$ cat src/rtl/core/ibse_pkg.sv
// Package for the indexed bit and shift executor.
// Holds flag positions, opcode group codes, cycle counts and the word types.
// Depends on nothing; every module of the block imports it.
package ibse_pkg;

	localparam int unsigned FlagS = 7;
	localparam int unsigned FlagZ = 6;
	localparam int unsigned FlagH = 4;
	localparam int unsigned FlagP = 2;
	localparam int unsigned FlagN = 1;
	localparam int unsigned FlagC = 0;

	localparam logic [4:0] CYC_BIT  = 5'd20;
	localparam logic [4:0] CYC_RMW  = 5'd23;
	localparam logic [4:0] CYC_TRAP = 5'd0;

	localparam logic [2:0] OP_LOW_INDEXED = 3'd6;
	localparam logic [7:0] OP_SLL_IND     = 8'h36;

	typedef enum logic [1:0] {
		GRP_SHIFT = 2'd0,
		GRP_BIT   = 2'd1,
		GRP_RES   = 2'd2,
		GRP_SET   = 2'd3
	} grp_t;

	typedef enum logic [2:0] {
		SH_RLC = 3'd0,
		SH_RRC = 3'd1,
		SH_RL  = 3'd2,
		SH_RR  = 3'd3,
		SH_SLA = 3'd4,
		SH_SRA = 3'd5,
		SH_SLL = 3'd6,
		SH_SRL = 3'd7
	} shift_t;

	typedef struct packed {
		logic [7:0]        opcode;
		logic signed [7:0] displacement;
		logic [15:0]       index_base;
		logic [7:0]        operand_byte;
		logic [7:0]        flags_in;
	} ibse_word_in_t;

	typedef struct packed {
		logic [15:0] effective_address;
		logic        write_enable;
		logic [7:0]  result_byte;
		logic [7:0]  flags_out;
		logic [4:0]  cycle_count;
		logic        trap;
	} ibse_word_out_t;

endpackage

$ cat src/rtl/core/ibse_exec.sv
// Combinational execute logic for one indexed bit or shift instruction.
// Computes address, write-back, flags, cycle count and trap from one word.
// Depends on ibse_pkg.
module ibse_exec import ibse_pkg::*; (
	input  ibse_word_in_t  word_in,
	output ibse_word_out_t word_out
);

	logic [7:0]  val;
	logic [7:0]  fin;
	logic [7:0]  mask;
	logic [7:0]  shifted;
	logic        carry;
	logic [7:0]  res;
	logic [7:0]  fout;
	logic        we;
	logic [4:0]  cyc;
	logic        trap;
	grp_t        grp;
	shift_t      sh;

	always_comb begin
		val  = word_in.operand_byte;
		fin  = word_in.flags_in;
		grp  = grp_t'(word_in.opcode[7:6]);
		sh   = shift_t'(word_in.opcode[5:3]);
		mask = 8'd1 << word_in.opcode[5:3];
		trap = (word_in.opcode[2:0] != OP_LOW_INDEXED) || (word_in.opcode == OP_SLL_IND);

		unique case (sh)
			SH_RLC: begin
				carry   = val[7];
				shifted = {val[6:0], val[7]};
			end
			SH_RRC: begin
				carry   = val[0];
				shifted = {val[0], val[7:1]};
			end
			SH_RL: begin
				carry   = val[7];
				shifted = {val[6:0], fin[FlagC]};
			end
			SH_RR: begin
				carry   = val[0];
				shifted = {fin[FlagC], val[7:1]};
			end
			SH_SLA: begin
				carry   = val[7];
				shifted = {val[6:0], 1'b0};
			end
			SH_SRA: begin
				carry   = val[0];
				shifted = {val[7], val[7:1]};
			end
			SH_SLL, SH_SRL: begin
				carry   = val[0];
				shifted = {1'b0, val[7:1]};
			end
			default: begin
				carry   = 1'b0;
				shifted = 8'd0;
			end
		endcase

		res  = 8'd0;
		fout = fin;
		we   = 1'b0;
		cyc  = CYC_TRAP;
		if (!trap) begin
			unique case (grp)
				GRP_SHIFT: begin
					res         = shifted;
					fout[FlagS] = shifted[7];
					fout[FlagZ] = (shifted == 8'd0);
					fout[FlagH] = 1'b0;
					fout[FlagP] = ~^shifted;
					fout[FlagN] = 1'b0;
					fout[FlagC] = carry;
					we          = 1'b1;
					cyc         = CYC_RMW;
				end
				GRP_BIT: begin
					fout[FlagH] = 1'b1;
					fout[FlagN] = 1'b0;
					fout[FlagZ] = ((val & mask) == 8'd0);
					fout[FlagP] = ((val & mask) == 8'd0);
					fout[FlagS] = (sh == SH_SRL) && val[7];
					cyc         = CYC_BIT;
				end
				GRP_RES: begin
					res = val & ~mask;
					we  = 1'b1;
					cyc = CYC_RMW;
				end
				GRP_SET: begin
					res = val | mask;
					we  = 1'b1;
					cyc = CYC_RMW;
				end
				default: begin
					res = 8'd0;
				end
			endcase
		end

		word_out.effective_address = word_in.index_base
			+ {{8{word_in.displacement[7]}}, word_in.displacement};
		word_out.write_enable = we;
		word_out.result_byte  = res;
		word_out.flags_out    = fout;
		word_out.cycle_count  = cyc;
		word_out.trap         = trap;
	end

endmodule

$ cat src/rtl/core/indexed_bit_shift_execute.sv
// Top level of the indexed bit and shift executor.
// Input register, execute logic (ibse_exec) and result register.
// Depends on ibse_pkg and ibse_exec.

// Each input word is captured in the input register, decoded and executed by
// ibse_exec, and its result is captured in the result register, which drives
// the output. One word is accepted every cycle while the output side takes
// results; when the output is held, each register stage stalls only once it
// is full, so no word is lost while a result waits.
module indexed_bit_shift_execute import ibse_pkg::*; (
	input  logic              clk,
	input  logic              arst_n,
	input  logic              in_valid,
	output logic              in_ready,
	input  logic [7:0]        opcode,
	input  logic signed [7:0] displacement,
	input  logic [15:0]       index_base,
	input  logic [7:0]        operand_byte,
	input  logic [7:0]        flags_in,
	output logic              out_valid,
	input  logic              out_ready,
	output logic [15:0]       effective_address,
	output logic              write_enable,
	output logic [7:0]        result_byte,
	output logic [7:0]        flags_out,
	output logic [4:0]        cycle_count,
	output logic              trap
);

	logic           valid_s1;
	logic           valid_s2;
	ibse_word_in_t  word_s1;
	ibse_word_out_t word_s2;
	ibse_word_out_t exec_out;
	logic           adv_s2;
	logic           adv_s1;

	assign adv_s2   = !valid_s2 || out_ready;
	assign adv_s1   = !valid_s1 || adv_s2;
	assign in_ready = adv_s1;

	ibse_exec u_exec (
		.word_in  (word_s1),
		.word_out (exec_out)
	);

	always_ff @(posedge clk or negedge arst_n) begin
		if (!arst_n) begin
			valid_s1 <= 1'b0;
			valid_s2 <= 1'b0;
		end else begin
			if (adv_s1) begin
				valid_s1 <= in_valid;
			end
			if (adv_s2) begin
				valid_s2 <= valid_s1;
			end
		end
	end

	always_ff @(posedge clk) begin
		if (adv_s1 && in_valid) begin
			word_s1.opcode       <= opcode;
			word_s1.displacement <= displacement;
			word_s1.index_base   <= index_base;
			word_s1.operand_byte <= operand_byte;
			word_s1.flags_in     <= flags_in;
		end
		if (adv_s2 && valid_s1) begin
			word_s2 <= exec_out;
		end
	end

	assign out_valid         = valid_s2;
	assign effective_address = word_s2.effective_address;
	assign write_enable      = word_s2.write_enable;
	assign result_byte       = word_s2.result_byte;
	assign flags_out         = word_s2.flags_out;
	assign cycle_count       = word_s2.cycle_count;
	assign trap              = word_s2.trap;

	a_accept_fills_s1: assert property (@(posedge clk) disable iff (!arst_n)
		(in_valid && in_ready) |=> valid_s1)
		else $error("accepted word did not reach the input register");

	a_s1_moves_to_out: assert property (@(posedge clk) disable iff (!arst_n)
		(valid_s1 && adv_s2) |=> out_valid)
		else $error("executed word did not reach the result register");

	a_write_cycles: assert property (@(posedge clk) disable iff (!arst_n)
		(out_valid && write_enable) |-> (!trap && cycle_count == CYC_RMW))
		else $error("write-back word has wrong cycle count or trap");

endmodule

$ cat config.mk
export PLATFORM = sky130hd
export DESIGN_NAME = indexed_bit_shift_execute
export DESIGN_NICKNAME = d
export VERILOG_FILES = /design/src/rtl/core/ibse_pkg.sv /design/src/rtl/core/ibse_exec.sv /design/src/rtl/core/indexed_bit_shift_execute.sv
export SDC_FILE = /design/constraint.sdc
export NUM_CORES = 1
export LEC_CHECK = 0
export CAP_MARGIN = 20
export CORE_ASPECT_RATIO = 0.8
export CORE_MARGIN = 4
export CORE_UTILIZATION = 40
export CTS_CLUSTER_SIZE = 24
export DETAILED_ROUTE_END_ITERATION = 6
export DONT_BUFFER_PORTS = 1
export PLACE_DENSITY = 0.62
export SLEW_MARGIN = 20
export SYNTH_ARGS = -nofsm -noshare
export SYNTH_HDL_FRONTEND = slang
export SYNTH_HIERARCHICAL = 1
export SYNTH_SLANG_ARGS = --single-unit
$ cat constraint.sdc
create_clock -name clk -period 2 [get_ports clk]
set_input_delay 0.3 -clock clk [delete_from_list [all_inputs] [get_ports clk]]
set_output_delay 0.3 -clock clk [all_outputs]
set_load 0.05 [all_outputs]
==> results by stage <==
STA:
- Clock skew on the completed layout was measured at 0.008547 ns.
- The number of hold violations in the final report came to 0.
- The max-slew violation count is 0.
- Timing would allow up to 473.0 MHz.
- The shortest clock period the worst path allows after layout is 2.114 ns.
- Once routing completed, OpenROAD measured the worst setup slack at -0.1140 ns.
- Setup violations remaining at the end of the flow were counted as 5.
- The tightest slew margin relative to the limit is 63.86%.
- The final critical path takes up 105.7% of the cycle.
- For the pin with the worst max-slew slack, the measured transition is 0.5432 ns.
- Setup repair after global routing could not meet its margin everywhere.
- The worst hold slack across all endpoints is 0.05366 ns.

Synth:
- A synthesized cell averages 13.19 um^2.
- The synthesized netlist cell count is 330.
- The number of synthesized flops with an enable pin is 87.
- The number of different library cells in the post-synthesis netlist is 61.
- The cell area that synthesis handed to floorplanning was 4352 um^2.
- The fraction of synthesis flops using an asynchronous set or reset pin is 2.247%.
- The commonest register cell after synthesis is sky130_fd_sc_hd__edfxtp_1.
- The synthesized net count is 402.
- The post-synthesis register bit count is 89.
- The number of warnings printed during yosys synthesis is 6.
- For this run, the register share of the synthesized area comes to 61.18%.

Drt:
- The total vias in the final route is 2817.
- Summed over all layers, the routed wires come to 9340 um.
- The count of antenna-violating nets left after detailed routing is 0.
- The length of the first detailed-routing pass in iterations is 5.
- The mean routed wirelength per cell is 17.76 um.
- The detail-routed via count per cell is 5.356.
- In the routed design, unresolved DRC markers number 0.
- The first routing iteration left 207 violations.

Final layout:
- For this run, the share of the core covered by cells in the final layout is 52.08%.
- Fill cells in the final layout number 879.
- Cells with a size suffix above 1 make up 29.09% of the layout.
- The finished cells cover 5440 um^2.
- The area taken by flip-flops and latches is 2663 um^2.
- The footprint of the multi-input gates is 1773 um^2.
- The post-synthesis to final-layout area growth is 25.01%.
- The net count of the finished layout is 452.

CTS:
- The library cell used as clock root buffer is sky130_fd_sc_hd__clkbuf_16.
- The longest clock path from root to sink contains 2 buffers.
- The clock tree from TritonCTS is done.
- The post-CTS clock slew at the launch and capture registers of the worst setup and hold paths is 0.06 ns.
- At the later pin of the worst-skew pair, clock insertion delay measures 0.34 ns.
- The level count of the clock H-tree is 3.
- The clock net sink count is 89.
- Buffers inserted during clock tree synthesis total 9.

Power and ir drop:
- Total power for the finished layout comes to 5.064 mW.
- The switching power of the nets is 1.454 mW.
- The proportion of power drawn by the clock network is 31.9%.
- The proportion of total power due to net switching is 28.71%.
- The design internal power is 3.610 mW.
- Per report_power, the combinational group accounts for 16.3% of the total.
- The part of the power in registers is 51.8%.
- For this design the static power due to leakage is 1.970 nW.
- The ratio of total power to cell area is 930.9 nW/um^2.
- The maximum VDD drop is 0.7008 mV.

Min path:
- The worst hold path depth is 0.
- The critical hold path startpoint is displacement[7].
- The class of the worst hold path is in2reg.
- The end point of the worst hold path is word_s1[39]$_DFFE_PP_.

Run status:
- The checks that failed: setup timing.
- The run finished, with violations left.

Floorplan:
- Measured along the x axis, the die boundary spans 124.6 um.
- The initial utilization of the core area, before any placement, comes to 41.66%.
- The area of the core region is 10450 um^2.
- From bottom edge to top edge, the die measures 101.3 um.
- The area of the die is 12620 um^2.
- The count of standard-cell rows is 33.
- The top-level port count is 93.

Global route:
- Entering global routing, the biggest net connects 35 pins.
- The via count of the first global-routing pass is 2862.
- The number of antenna violations at the first check in global routing came to 0.
- The residual overflow from global routing is 0.
- The combined global-route utilization of all metal layers is 15.34%.
- The first global-routing pass estimated 14860 um of wire.

Setup path:
- The worst-case reg-to-reg path depth is 8.
- The largest fanout of any net on the critical path is 4.
- In this run the critical register-to-register path is captured at effective_address[12]$_DFFE_PP_.
- Data on the critical path arrives at its endpoint at 2.27 ns.
- The critical register-to-register path startpoint is word_s1[16]$_DFFE_PP_.
- The worst setup path category is reg2reg.
- The worst setup path is captured at a flop.
- At the worst endpoint, the required time is 2.16 ns.
- The launching element type of the critical path is a flop.
- The setup slack of the worst register-to-register path is -0.11 ns.

Placed design:
- The total placed instance area is 4828 um^2.
- The count of buffers inserted at the top-level ports is 0.
- Summed over all nets, the half-perimeter wirelength after detailed placement is 6795 um.
- At the end of routability-driven placement, the weighted congestion stood at 0.8193.

Run:
- The number of max-capacitance violations reported is 0.
## synthesized netlist by cell type (2+ instances only)
cell,n,area [um^2]
sky130_fd_sc_hd__edfxtp_1,87,2613
sky130_fd_sc_hd__mux2i_1,17,170.2
sky130_fd_sc_hd__a31oi_1,2,12.51
sky130_fd_sc_hd__nor3b_1,2,15.01
sky130_fd_sc_hd__a21oi_4,2,32.53
sky130_fd_sc_hd__nor3_1,4,20.02
sky130_fd_sc_hd__nand2b_1,5,31.28
sky130_fd_sc_hd__nor4_1,2,12.51
sky130_fd_sc_hd__a21oi_1,20,100.1
sky130_fd_sc_hd__ha_1,19,237.7
sky130_fd_sc_hd__o22a_1,3,26.28
sky130_fd_sc_hd__o22ai_1,5,31.28
sky130_fd_sc_hd__buf_2,4,20.02
sky130_fd_sc_hd__a21o_1,3,22.52
sky130_fd_sc_hd__or4b_1,2,20.02
sky130_fd_sc_hd__xor2_1,4,35.03
sky130_fd_sc_hd__nand3_1,5,25.02
sky130_fd_sc_hd__o2111ai_1,2,17.52
sky130_fd_sc_hd__buf_4,8,60.06
sky130_fd_sc_hd__xnor2_1,9,78.83
sky130_fd_sc_hd__o21a_1,4,30.03
sky130_fd_sc_hd__dfrtp_1,2,50.05
sky130_fd_sc_hd__clkbuf_1,6,22.52
sky130_fd_sc_hd__nand2_1,15,56.30
sky130_fd_sc_hd__o31ai_1,3,22.52
sky130_fd_sc_hd__and2_1,3,18.77
sky130_fd_sc_hd__nor2_1,18,67.56
sky130_fd_sc_hd__nand4_1,3,18.77
sky130_fd_sc_hd__nor2b_1,8,50.05
sky130_fd_sc_hd__o211ai_1,6,45.04
sky130_fd_sc_hd__inv_1,13,48.80
sky130_fd_sc_hd__o21ai_0,15,75.07
## worst max-delay path by stage
stage,slack [ns],depth (start not counted),from,endpoint
after detailed placement,-0.21,6,word_s1[39]$_DFFE_PP_,effective_address[15]$_DFFE_PP_
after global placement,-0.12,8,word_s1[32]$_DFFE_PP_,effective_address[12]$_DFFE_PP_
after CTS,-0.09,8,word_s1[16]$_DFFE_PP_,effective_address[12]$_DFFE_PP_
after global routing,-0.19,8,word_s1[16]$_DFFE_PP_,effective_address[12]$_DFFE_PP_
final,-0.11,8,word_s1[16]$_DFFE_PP_,effective_address[12]$_DFFE_PP_
after floorplan,-0.16,7,word_s1[39]$_DFFE_PP_,effective_address[15]$_DFFE_PP_
## cells in the final DEF, fill, tap and decap left out, drive strengths merged, types with 5 or more instances in the layout
cell type  count
a21oi         22
buf           57
clkbuf        10
edfxtp        87
ha            19
inv           13
mux2i         17
nand2         16
nand2b         5
nand3          5
nor2          18
nor2b          8
o211ai         6
o21ai         15
o22ai          5
xnor2          9
## worst max-delay path: stages (launching register included)
cell and delay (ns):
sky130_fd_sc_hd__edfxtp_1 0.37, sky130_fd_sc_hd__ha_2 0.20, sky130_fd_sc_hd__inv_2 0.05, sky130_fd_sc_hd__fa_2 0.18, sky130_fd_sc_hd__and2b_2 0.24, sky130_fd_sc_hd__o2111ai_4 0.25
sky130_fd_sc_hd__a21oi_4 0.10, sky130_fd_sc_hd__or4b_1 0.48, sky130_fd_sc_hd__o311ai_1 0.08
## routing by layer
layer | global-route usage [%] | up-vias | routed length, um
met1 | 20.52 | 1338 | 4104
met2 | 23.05 | 120 | 4271
met4 | 5.476 | 0 | 117
met5 | 0 | - | 0
li1 | - | 1347 | -
met3 | 5.851 | 12 | 846
## layout make-up
cell class | count | area share [%]
clock inverters | 6 | 1.081
well taps | 140 | 3.220
diodes | 1 | 0.04600
clock buffers | 10 | 4.209
inverters | 14 | 0.9660
repair buffers | 58 | 8.947
flip-flops and latches | 89 | 48.94
multi-input cells | 208 | 32.59
## sequential cells by signal (all words and copies together), names as in the netlist
signal             cells
out_valid              1
write_enable           1
valid_s1               1
flags_out              8
effective_address     16
cycle_count            5
word_s1               48
result_byte            8
trap                   1
## cell families after synthesis
kind of cell,after synthesis,synth area share (%)
adder cells (fa/ha/maj),20,5.923
AND/OR/NAND/NOR,77,9.690
other,1,0.08617
buffers and inverters,33,3.824
flip-flops,89,61.18
XOR/XNOR,13,2.616
multiplexers,18,4.169
AO/OA/AOI/OAI,79,12.51
## stage by stage
step | setup TNS (ns) | instances | setup WS [ns]
after CTS | -0.2849 | 521 | -0.09030
after detailed placement | -0.7892 | 499 | -0.2100
final | -0.3059 | 526 | -0.1140
after floorplan | -0.2145 | 330 | -0.1604
after global routing | -0.8445 | 525 | -0.1858
after global placement | -0.4871 | 499 | -0.1184
## power by group through the flow
stage	sequential [mW]	combinational (mW)	clock [mW]
after detailed placement	2.65	0.715	0
final	2.62	0.826	1.62
after global placement	2.65	0.695	0
after global routing	2.63	0.909	1.77
after CTS	2.62	0.774	1.68
after floorplan	2.62	0.485	0
## what timing repair did
action / 4_1_cts / 5_1_grt
setup buffers: 5 / 5
gates resized for setup: 21 / 20
hold buffers: 1 / 0
hold endpoints to repair: 2 / 0
cloned: 0 / 0
pin swaps: 19 / 21
endpoints found under the setup margin: 9 / 10
No activity file was read; power rests on OpenSTA's default activity.
